## src/sv/wcsa_pkg.sv

```systemverilog
// Types and constants shared by the weighted chi-square accumulator modules.
`default_nettype none

package wcsa_pkg;

    // Field widths of the input and result beats.
    localparam int VALUE_W   = 32;
    localparam int ERROR_W   = 31;
    localparam int SUM_W     = 56;

    // Configuration port.
    localparam int CFG_DATA_W  = 32;
    localparam int CFG_INDEX_W = 1;
    localparam int MIN_DEN_W   = 32;

    typedef logic [CFG_INDEX_W-1:0] cfg_index_t;

    localparam cfg_index_t REG_ERROR_MODE = 1'd0;
    localparam cfg_index_t REG_MIN_DENOM  = 1'd1;

    // Serial squarer: one lane per operand, all lanes 32 bits wide.
    localparam int MUL_W     = 32;
    localparam int MUL_LANES = 3;
    localparam int LANE_DIFF = 0;
    localparam int LANE_MERR = 1;
    localparam int LANE_DERR = 2;

    // Squared difference and denominator widths.
    localparam int SQ_W  = 64;
    localparam int DEN_W = 63;

    typedef logic [SUM_W-1:0] sum_t;

    localparam sum_t SUM_MAX = {SUM_W{1'b1}};

endpackage

`default_nettype wire

```

## src/sv/wcsa_sqmul.sv

```systemverilog
// Bit-serial shift-add squarer with three lanes sharing one bit counter.
`default_nettype none

module wcsa_sqmul
    import wcsa_pkg::*;
#(
    parameter int W = 32
)
(
    input  wire logic                              clk,
    input  wire logic                              rst_n,
    input  wire logic                              start,
    input  wire logic [MUL_LANES-1:0][W-1:0]       opnd,
    output logic      [MUL_LANES-1:0][2*W-1:0]     sq,
    output logic                                   done
);

    localparam int CNT_W = (W > 1) ? $clog2(W) : 1;

    logic             busy_reg;
    logic             busy_next;
    logic [CNT_W-1:0] cnt_reg;
    logic [CNT_W-1:0] cnt_next;

    logic [W-1:0]     a_reg [MUL_LANES];
    logic [2*W-1:0]   p_reg [MUL_LANES];

    // The last multiplier bit is consumed in the final busy cycle.
    assign done = busy_reg && (cnt_reg == CNT_W'(W - 1));

    always_comb
    begin
        busy_next = busy_reg;
        cnt_next  = cnt_reg;
        if (start)
        begin
            busy_next = 1'b1;
            cnt_next  = '0;
        end
        else if (busy_reg)
        begin
            cnt_next = cnt_reg + CNT_W'(1);
            if (done)
            begin
                busy_next = 1'b0;
            end
        end
    end

    always_ff @(posedge clk or negedge rst_n)
    begin
        if (!rst_n)
        begin
            busy_reg <= 1'b0;
            cnt_reg  <= '0;
        end
        else
        begin
            busy_reg <= busy_next;
            cnt_reg  <= cnt_next;
        end
    end

    // Each lane adds the multiplicand into the upper half when the low bit is set,
    // then shifts the product right by one bit.
    for (genvar l = 0; l < MUL_LANES; l++)
    begin : g_lane
        logic [W:0]     psum;
        logic [2*W-1:0] p_next;

        assign psum   = {1'b0, p_reg[l][2*W-1:W]}
                        + (p_reg[l][0] ? {1'b0, a_reg[l]} : {(W+1){1'b0}});
        assign p_next = {psum, p_reg[l][W-1:1]};

        always_ff @(posedge clk)
        begin
            if (start)
            begin
                a_reg[l] <= opnd[l];
                p_reg[l] <= {{W{1'b0}}, opnd[l]};
            end
            else if (busy_reg)
            begin
                p_reg[l] <= p_next;
            end
        end

        assign sq[l] = p_reg[l];
    end

endmodule

`default_nettype wire

```

## src/sv/wcsa_serdiv.sv

```systemverilog
// Bit-serial restoring divider with an overflow flag for quotients past the output width.
`default_nettype none

module wcsa_serdiv
    import wcsa_pkg::*;
#(
    parameter int NUM_W = 80,
    parameter int D_W   = 63,
    parameter int Q_W   = 56
)
(
    input  wire logic             clk,
    input  wire logic             rst_n,
    input  wire logic             start,
    input  wire logic [NUM_W-1:0] num,
    input  wire logic [D_W-1:0]   den,
    output logic      [Q_W-1:0]   quot,
    output logic                  big,
    output logic                  done
);

    localparam int CNT_W     = $clog2(NUM_W);
    localparam int HIGH_BITS = NUM_W - Q_W;

    logic             busy_reg;
    logic             busy_next;
    logic [CNT_W-1:0] cnt_reg;
    logic [CNT_W-1:0] cnt_next;

    logic [NUM_W-1:0] num_reg;
    logic [D_W-1:0]   den_reg;
    logic [D_W-1:0]   rem_reg;
    logic [D_W-1:0]   rem_next;
    logic [Q_W-1:0]   quot_reg;
    logic             big_reg;

    logic [D_W:0]     trial;
    logic [D_W:0]     trial_sub;
    logic             ge;
    logic             high_phase;

    assign done = busy_reg && (cnt_reg == CNT_W'(NUM_W - 1));

    // One quotient bit per cycle: bring down the next dividend bit and try the subtract.
    always_comb
    begin
        trial      = {rem_reg, num_reg[NUM_W-1]};
        trial_sub  = trial - {1'b0, den_reg};
        ge         = (trial >= {1'b0, den_reg});
        rem_next   = ge ? trial_sub[D_W-1:0] : trial[D_W-1:0];
        high_phase = (cnt_reg < CNT_W'(HIGH_BITS));
    end

    always_comb
    begin
        busy_next = busy_reg;
        cnt_next  = cnt_reg;
        if (start)
        begin
            busy_next = 1'b1;
            cnt_next  = '0;
        end
        else if (busy_reg)
        begin
            cnt_next = cnt_reg + CNT_W'(1);
            if (done)
            begin
                busy_next = 1'b0;
            end
        end
    end

    always_ff @(posedge clk or negedge rst_n)
    begin
        if (!rst_n)
        begin
            busy_reg <= 1'b0;
            cnt_reg  <= '0;
        end
        else
        begin
            busy_reg <= busy_next;
            cnt_reg  <= cnt_next;
        end
    end

    // Datapath registers; a quotient bit above the output width only raises the flag.
    always_ff @(posedge clk)
    begin
        if (start)
        begin
            num_reg  <= num;
            den_reg  <= den;
            rem_reg  <= '0;
            quot_reg <= '0;
            big_reg  <= 1'b0;
        end
        else if (busy_reg)
        begin
            num_reg  <= {num_reg[NUM_W-2:0], 1'b0};
            rem_reg  <= rem_next;
            quot_reg <= {quot_reg[Q_W-2:0], ge};
            big_reg  <= big_reg | (ge & high_phase);
        end
    end

    assign quot = quot_reg;
    assign big  = big_reg;

endmodule

`default_nettype wire

```

## src/sv/weighted_chi_square_accumulator.sv

```systemverilog
// Top level of the weighted chi-square accumulator: control, accumulation and result register.
//
//  Channel  | Signals                                         | Direction
//  ---------+-------------------------------------------------+----------
//  in       | in_valid, in_stall, model_value, data_value,    | to block
//           | model_error, data_error, last_item              |
//  out      | out_valid, out_stall, chi_square, overflowed    | from block
//  cfg      | cfg_we, cfg_index, cfg_data                     | to block
//
// A bin passes through the accept cycle in S_IDLE, the serial squarer, the threshold
// check, the serial divider and the accumulate step; a skipped bin leaves after the
// threshold check. A last beat then loads the result register in S_EMIT, which waits
// while that register is still stalled downstream.
// Reset returns the configuration to its defaults and clears the sum; nothing else
// needs clearing. A waiting result does not block the next bin unless it is also last.
`default_nettype none

module weighted_chi_square_accumulator
    import wcsa_pkg::*;
#(
    parameter int FRACTION_BITS = 16
)
(
    input  wire logic                   clk,
    input  wire logic                   rst_n,

    input  wire logic                   in_valid,
    output logic                        in_stall,
    input  wire logic [VALUE_W-1:0]     model_value,
    input  wire logic [VALUE_W-1:0]     data_value,
    input  wire logic [ERROR_W-1:0]     model_error,
    input  wire logic [ERROR_W-1:0]     data_error,
    input  wire logic                   last_item,

    output logic                        out_valid,
    input  wire logic                   out_stall,
    output logic      [SUM_W-1:0]       chi_square,
    output logic                        overflowed,

    input  wire logic                   cfg_we,
    input  wire cfg_index_t             cfg_index,
    input  wire logic [CFG_DATA_W-1:0]  cfg_data
);

    localparam int NUM_W = SQ_W + FRACTION_BITS;

    // Control states.
    localparam logic [2:0] S_IDLE  = 3'd0;
    localparam logic [2:0] S_MUL   = 3'd1;
    localparam logic [2:0] S_CHECK = 3'd2;
    localparam logic [2:0] S_DIV   = 3'd3;
    localparam logic [2:0] S_ACC   = 3'd4;
    localparam logic [2:0] S_EMIT  = 3'd5;

    logic [2:0]           state_reg;
    logic [2:0]           state_next;
    logic                 last_reg;
    logic                 last_next;
    sum_t                 sum_reg;
    sum_t                 sum_next;
    logic                 sat_reg;
    logic                 sat_next;

    logic                 error_mode_reg;
    logic [MIN_DEN_W-1:0] min_den_reg;

    logic                 out_valid_reg;
    logic                 out_valid_next;
    sum_t                 chi_reg;
    logic                 ovf_reg;

    logic                 in_fire;
    logic                 out_free;
    logic                 load_out;
    logic                 div_start;

    logic [VALUE_W:0]     diff;
    logic [VALUE_W:0]     diff_neg;
    logic [MUL_W-1:0]     diff_mag;

    logic [MUL_LANES-1:0][MUL_W-1:0]   mul_opnd;
    logic [MUL_LANES-1:0][2*MUL_W-1:0] mul_sq;
    logic                 mul_done;

    logic [DEN_W-1:0]     me_sq;
    logic [DEN_W-1:0]     de_sq;
    logic [DEN_W-1:0]     den;
    logic                 den_ok;

    logic [NUM_W-1:0]     div_num;
    logic [SUM_W-1:0]     div_quot;
    logic                 div_big;
    logic                 div_done;

    logic [SUM_W:0]       sum_ext;
    logic                 acc_sat;

    assign in_stall = (state_reg != S_IDLE);
    assign in_fire  = in_valid && !in_stall;
    assign out_free = !out_valid_reg || !out_stall;

    // Magnitude of the value difference; it always fits in 32 bits.
    always_comb
    begin
        diff     = {model_value[VALUE_W-1], model_value} - {data_value[VALUE_W-1], data_value};
        diff_neg = ~diff + {{VALUE_W{1'b0}}, 1'b1};
        diff_mag = diff[VALUE_W] ? diff_neg[MUL_W-1:0] : diff[MUL_W-1:0];
    end

    // Squarer lanes start on the accepted beat.
    always_comb
    begin
        mul_opnd            = '0;
        mul_opnd[LANE_DIFF] = diff_mag;
        mul_opnd[LANE_MERR] = {1'b0, model_error};
        mul_opnd[LANE_DERR] = {1'b0, data_error};
    end

    wcsa_sqmul #(
        .W     (MUL_W)
    ) u_sqmul (
        .clk   (clk),
        .rst_n (rst_n),
        .start (in_fire),
        .opnd  (mul_opnd),
        .sq    (mul_sq),
        .done  (mul_done)
    );

    // Denominator and threshold test.
    always_comb
    begin
        me_sq  = mul_sq[LANE_MERR][DEN_W-1:0];
        de_sq  = mul_sq[LANE_DERR][DEN_W-1:0];
        den    = de_sq + (error_mode_reg ? {DEN_W{1'b0}} : me_sq);
        den_ok = (den != '0) && (den >= {{(DEN_W-MIN_DEN_W){1'b0}}, min_den_reg});
    end

    assign div_num = {mul_sq[LANE_DIFF], {FRACTION_BITS{1'b0}}};

    wcsa_serdiv #(
        .NUM_W (NUM_W),
        .D_W   (DEN_W),
        .Q_W   (SUM_W)
    ) u_serdiv (
        .clk   (clk),
        .rst_n (rst_n),
        .start (div_start),
        .num   (div_num),
        .den   (den),
        .quot  (div_quot),
        .big   (div_big),
        .done  (div_done)
    );

    // Saturating accumulate of one quotient.
    always_comb
    begin
        sum_ext = {1'b0, sum_reg} + {1'b0, div_quot};
        acc_sat = div_big || sum_ext[SUM_W];
    end

    // Sequencer.
    always_comb
    begin
        state_next = state_reg;
        last_next  = last_reg;
        sum_next   = sum_reg;
        sat_next   = sat_reg;
        div_start  = 1'b0;
        load_out   = 1'b0;
        unique case (state_reg)
            S_IDLE:
            begin
                if (in_fire)
                begin
                    last_next  = last_item;
                    state_next = S_MUL;
                end
            end
            S_MUL:
            begin
                if (mul_done)
                begin
                    state_next = S_CHECK;
                end
            end
            S_CHECK:
            begin
                if (den_ok)
                begin
                    div_start  = 1'b1;
                    state_next = S_DIV;
                end
                else
                begin
                    state_next = last_reg ? S_EMIT : S_IDLE;
                end
            end
            S_DIV:
            begin
                if (div_done)
                begin
                    state_next = S_ACC;
                end
            end
            S_ACC:
            begin
                sum_next   = acc_sat ? SUM_MAX : sum_ext[SUM_W-1:0];
                sat_next   = sat_reg | acc_sat;
                state_next = last_reg ? S_EMIT : S_IDLE;
            end
            S_EMIT:
            begin
                if (out_free)
                begin
                    load_out   = 1'b1;
                    sum_next   = '0;
                    sat_next   = 1'b0;
                    state_next = S_IDLE;
                end
            end
            default:
            begin
                state_next = S_IDLE;
            end
        endcase
    end

    always_ff @(posedge clk or negedge rst_n)
    begin
        if (!rst_n)
        begin
            state_reg <= S_IDLE;
            last_reg  <= 1'b0;
            sum_reg   <= '0;
            sat_reg   <= 1'b0;
        end
        else
        begin
            state_reg <= state_next;
            last_reg  <= last_next;
            sum_reg   <= sum_next;
            sat_reg   <= sat_next;
        end
    end

    // Configuration registers.
    always_ff @(posedge clk or negedge rst_n)
    begin
        if (!rst_n)
        begin
            error_mode_reg <= 1'b0;
            min_den_reg    <= MIN_DEN_W'(1);
        end
        else if (cfg_we)
        begin
            unique case (cfg_index)
                REG_ERROR_MODE: error_mode_reg <= cfg_data[0];
                REG_MIN_DENOM:  min_den_reg    <= cfg_data[MIN_DEN_W-1:0];
                default:        error_mode_reg <= error_mode_reg;
            endcase
        end
    end

    // Result register: holds a beat until downstream takes it.
    assign out_valid_next = load_out || (out_valid_reg && out_stall);

    always_ff @(posedge clk or negedge rst_n)
    begin
        if (!rst_n)
        begin
            out_valid_reg <= 1'b0;
        end
        else
        begin
            out_valid_reg <= out_valid_next;
        end
    end

    always_ff @(posedge clk)
    begin
        if (load_out)
        begin
            chi_reg <= sum_reg;
            ovf_reg <= sat_reg;
        end
    end

    assign out_valid  = out_valid_reg;
    assign chi_square = chi_reg;
    assign overflowed = ovf_reg;

endmodule

`default_nettype wire

```

## config.mk

```make
export PLATFORM = sky130hd
export DESIGN_NAME = weighted_chi_square_accumulator
export DESIGN_NICKNAME = d
export VERILOG_FILES = /design/src/sv/wcsa_pkg.sv /design/src/sv/wcsa_sqmul.sv /design/src/sv/wcsa_serdiv.sv /design/src/sv/weighted_chi_square_accumulator.sv
export SDC_FILE = /design/constraint.sdc
export NUM_CORES = 2
export LEC_CHECK = 0
export ABC_AREA = 1
export ABC_CLOCK_PERIOD_IN_PS = 6100
export CORE_MARGIN = 1.5
export CORE_UTILIZATION = 30
export DETAILED_ROUTE_END_ITERATION = 16
export DONT_BUFFER_PORTS = 1
export GPL_ROUTABILITY_DRIVEN = 0
export PLACE_DENSITY = 0.47
export SLEW_MARGIN = 25
export SYNTH_ARGS = -nofsm -noshare
export SYNTH_HDL_FRONTEND = slang
export SYNTH_SLANG_ARGS = --single-unit
```

## constraint.sdc

```tcl
create_clock -name clk -period 6.1 [get_ports clk]
set_clock_uncertainty 0.15 [all_clocks]
set_input_delay 0.915 -clock clk [delete_from_list [all_inputs] [get_ports clk]]
set_output_delay 0.915 -clock clk [all_outputs]
set_load 0.005 [all_outputs]
```

==> summary by stage <==
Run status
The flow ran to the end, and the final reports show no timing, DRC or antenna violations.

Logic synthesis
The share of flip-flops with an asynchronous set or reset is 0.1559. The synthesized netlist occupies a cell area of approximately 49000 µm². Of the total synthesized cell area, the portion taken by AND, OR, NAND and NOR gates is 0.2504. The post-synthesis average cell area is between 7 and 8 µm². The area share of the leading cell type in the synthesized netlist is 0.2887. After synthesis, the cell types taking the most area are sky130_fd_sc_hd__edfxtp_1 (29%), sky130_fd_sc_hd__nand2_1 (14%), sky130_fd_sc_hd__ha_1 (8.8%). The number of cells produced by synthesis is about 6600.

The portion of synthesized area spent on multiplexers is 0. The fraction of the mapped netlist area in compound gates is 0.1549. The netlist uses between 50 and 60 different library cells.

Synthesis inferred between 600 and 700 register bits. After synthesis, the largest family of logic cells by area is simple AND/OR/NAND/NOR gates. For this run, the register share of the synthesized area comes to 0.3937.

The xor/xnor share of the synthesized area is 0.02235. In the synthesized netlist the dominant register cell turns out to be sky130_fd_sc_hd__edfxtp_1. The net count after synthesis is 7154. The Yosys warning count is 0. The post-synthesis share of cell area spent on full adders, half adders and majority gates is 0.09066. The largest area contributor in the netlist is sky130_fd_sc_hd__edfxtp_1. The number of synthesized flops with an enable pin is 470.

Finish
The total number of nets in the final design is 7134. The number of antenna diodes in the final layout is 0. Of the cells placed in the final design, the portion with a size suffix greater than 1 is 0.04467. The final standard cell area without fillers is ~54000 µm².

The synthesis-to-finish area growth is 11.36%. The register with the most flip-flops in the layout has 192 of them. After filler insertion, the fill cell instance count of the layout stands at 17420.

Timing
For this run, the top clock speed supported by timing is around 180 MHz. Of the available clock period, the critical path in the final layout requires 0.9033. The worst setup slack after layout is 0.5896 ns.

Final hold analysis gives a worst-case slack of about 0.14 ns. The time the worst path needs with I/O delays and setup is approximately 5.5 ns. Setup repair after global routing left no endpoint under its margin. The max-slew headroom at the worst pin is 0.3187. The final number of max-transition violations is 0. The transition time at the pin with the least slew margin is approximately 1.0 ns. The number of setup violations in the final report is 0. The number of hold violations in the final report was 0. The setup TNS is 0 ns.

Clocking
The CTS tree is done. The clock root buffer is sky130_fd_sc_hd__clkbuf_16. Post-CTS repair changed the size of 0 cells.

The number of H-tree branching levels is 3. The maximum buffer depth of the clock tree is 3. The clock edge transition at the registers on the reported setup and hold paths is roughly 0.06 ns. Clock latency on the worst-skew pair, taken at its later pin, is 0.72 ns. The TritonCTS buffer count is 88. The clock sink count is about 700.

Place
The port buffer count is 0. The worst slack after detailed placement is about 0.6 ns. The wire-length estimate of the detail-placed layout is ~120 mm. The cell area after placement is 51360 µm².

Detailed routing
The total vias in the final route is around 43000. The first-pass iteration count of the detailed router is 6. Dividing the detail-routed wire length by the instance count gives ~18 µm. The DRC marker count from the first detailed-route iteration is between 3000 and 4000. Once detail routing completed, the nets flagged for antenna violations numbered 0.

The via density per instance is between 4 and 5. The total detailed-routing wirelength is approximately 160 mm. For this run, design rule violations remaining after detail routing come to 0.

Critical path
The kind of start point of the critical path is a register. In this run the critical register-to-register path is launched from error_mode_reg. Along the worst path, the maximum fanout reaches 36.

Traced cell by cell, the critical path runs through buf_4 > nor2_1 > ha_1 > nand2_1 > nor2_1 > nand2_1 > nor2_1 > nand2_1 > nand3_1 > xor2_1 > inv_1 > ha_1 > nand2_1 > o21a_1 > o221ai_1 > a21oi_1 > nand2_1 > nand2_1 > o21ai_0 > nand2_1 > nand3_1 > o21ai_4 > nand2_4 > buf_12. The kind of cell with the highest combined delay along the critical path is simple AND/OR/NAND/NOR gates. The most critical setup path has its startpoint at error_mode_reg. The required time of the critical path is roughly 6.4 ns. STA puts the critical path data arrival time at approximately 5.8 ns. Among all stages on the critical path, the largest delay is contributed by sky130_fd_sc_hd__dfrtp_2. Counting both buffers and inverters, the worst setup path holds a total of 3. By instance count, the cell type seen most on the critical path is sky130_fd_sc_hd__nand2_1. The critical path is of the register to register type. The delay of the slowest cell on the worst path is ~0.4 ns.

The kind of capture point of the worst setup path is a register.

Global routing
After global routing the overflow that remains totals 0. The first global-routing pass estimated 243.7 mm of wire. The via count of the first global-routing pass is ~42000.

The number of antenna violations at the first check in global routing is 1. The global-route total usage across every layer is 0.1886. The maximum number of pins on one net before global-route repair is 110.

Floorplanning
The floorplan step defined a die boundary enclosing ~170000 µm². Pin placement for this block handled roughly 220 I/O pins. The die is around 410 µm tall. The initial cell density of the core is 0.3034. The horizontal extent of the die is 406.7 µm. The core area is about 160000 µm². The cell row count is between 100 and 150.

Pwr
Summed over all cells, the static leakage comes to 25.30 nW. For this design the ratio of total power to cell area is approximately 220 nW/µm². The maximum vdd ir drop is approximately 0.22 mV.

Hold path
The startpoint identified for the worst hold timing path is data_error[3]. The class of the worst hold path is input pin to register.

Job
Across the run, the number of max-cap violations was 0.
[kinds of logic after synthesis]
group | count (synthesis)
simple gates | 3029
buf+inv | 1116
flops | 699
compound gates | 1322
fa+ha+maj | 350
xor+xnor | 123
[power breakdown]
| part | internal (mW) | switching [mW] |
|---|---|---|
| Clock | 3.26 | 2.24 |
| Combinational | 0.354 | 0.844 |
| Sequential | 5.11 | 0.00761 |
| Total | 8.72 | 3.09 |
[worst reg2reg max path, delay by kind of cell (launching register included)]
| family | cells | cell delay (ns) |
|---|---|---|
| AOI/OAI and AO/OA | 5 | 0.81 |
| xor gates and xnor gates | 1 | 0.24 |
| adders and majority gates | 2 | 0.66 |
| buffers and inverters | 3 | 0.81 |
| DFF | 1 | 0.40 |
| and+or+nand+nor | 13 | 2.10 |
[metal layers]
| layer | global-route usage | routed length (µm) |
|---|---|---|
| met2 | 0.3076 | 71850 |
| met1 | 0.2619 | 75840 |
| met3 | 0.02705 | 7698 |
| met4 | 0.04406 | 3103 |
| met5 | 0 | 9 |
[cell type report]
class	instances	area, µm²	share of cell area
clock inverters	48	605.6	0.01112
clock buffers	116	2430	0.04464
well taps	2160	2703	0.04965
repair buffers	33	361.6	0.006642
inverters	973	3666	0.06734
multi-input cells	4824	25420	0.4670
flip-flops and latches	699	19250	0.3536
[through the flow]
step | total power [mW] | util | instances
3_5_place_dp | 6.385 | 0.3187 | 8687
3_3_place_gp | 6.378 | 0.3187 | 8687
2_1_floorplan | 6.022 | - | 6639
5_1_grt | 12.31 | 0.3379 | 8853
6_report | 11.81 | 0.3379 | 8853
4_1_cts | 11.97 | 0.3378 | 8853
[synthesized netlist by cell type (10+ instances only)]
cell and number:
sky130_fd_sc_hd__nand2_1 1878, sky130_fd_sc_hd__inv_1 953, sky130_fd_sc_hd__nor2_1 659, sky130_fd_sc_hd__a21oi_1 598, sky130_fd_sc_hd__edfxtp_1 470, sky130_fd_sc_hd__o21ai_0 365, sky130_fd_sc_hd__ha_1 343, sky130_fd_sc_hd__nand3_1 287
sky130_fd_sc_hd__dfxtp_1 120, sky130_fd_sc_hd__dfrtp_1 108, sky130_fd_sc_hd__clkbuf_1 106, sky130_fd_sc_hd__a21oi_2 70, sky130_fd_sc_hd__xor2_1 69, sky130_fd_sc_hd__nand4_1 67, sky130_fd_sc_hd__xnor2_1 52, sky130_fd_sc_hd__o21a_1 50
sky130_fd_sc_hd__a31oi_1 49, sky130_fd_sc_hd__nor3_1 46, sky130_fd_sc_hd__a21o_1 43, sky130_fd_sc_hd__o21bai_1 43, sky130_fd_sc_hd__o211ai_1 35, sky130_fd_sc_hd__nand3b_1 28, sky130_fd_sc_hd__nor4_1 23, sky130_fd_sc_hd__or2_2 19
sky130_fd_sc_hd__a21boi_0 16, sky130_fd_sc_hd__inv_2 16, sky130_fd_sc_hd__a221oi_1 11, sky130_fd_sc_hd__o21ai_1 11, sky130_fd_sc_hd__buf_1 10
[path summary, 6_finish.rpt]
check | to | slack, ns | cells past startpoint
setup / recovery | u_serdiv.num_reg[20] | 0.59 | 24
hold / removal | u_sqmul.a_reg[0][67] | 0.14 | 0
setup reg to reg | u_serdiv.num_reg[20] | 0.59 | 24
hold reg to reg | overflowed | 0.30 | 0
max in group asynchronous | u_serdiv.busy_reg | 4.51 | 2
min in group asynchronous | error_mode_reg | 0.58 | 2
[placed cells by master (no fill, tap or decap), types with 52 or more instances in the layout]
cell type,count
sky130_fd_sc_hd__dfxtp_1,120
sky130_fd_sc_hd__nor2_1,657
sky130_fd_sc_hd__nand4_1,67
sky130_fd_sc_hd__edfxtp_1,470
sky130_fd_sc_hd__nand3_1,286
sky130_fd_sc_hd__o21ai_0,365
sky130_fd_sc_hd__nand2_1,1874
sky130_fd_sc_hd__ha_1,343
sky130_fd_sc_hd__xnor2_1,52
sky130_fd_sc_hd__a21oi_1,597
sky130_fd_sc_hd__inv_1,951
sky130_fd_sc_hd__a21oi_2,70
sky130_fd_sc_hd__dfrtp_1,106
sky130_fd_sc_hd__xor2_1,69
sky130_fd_sc_hd__clkbuf_16,90
[repair_timing]
item                                   4_1_cts  5_1_grt
hold buffers                                 2        0
endpoints found under the hold margin      109        0
setup buffers                                0        0
Note: power is estimated with default switching activity, not from simulation.
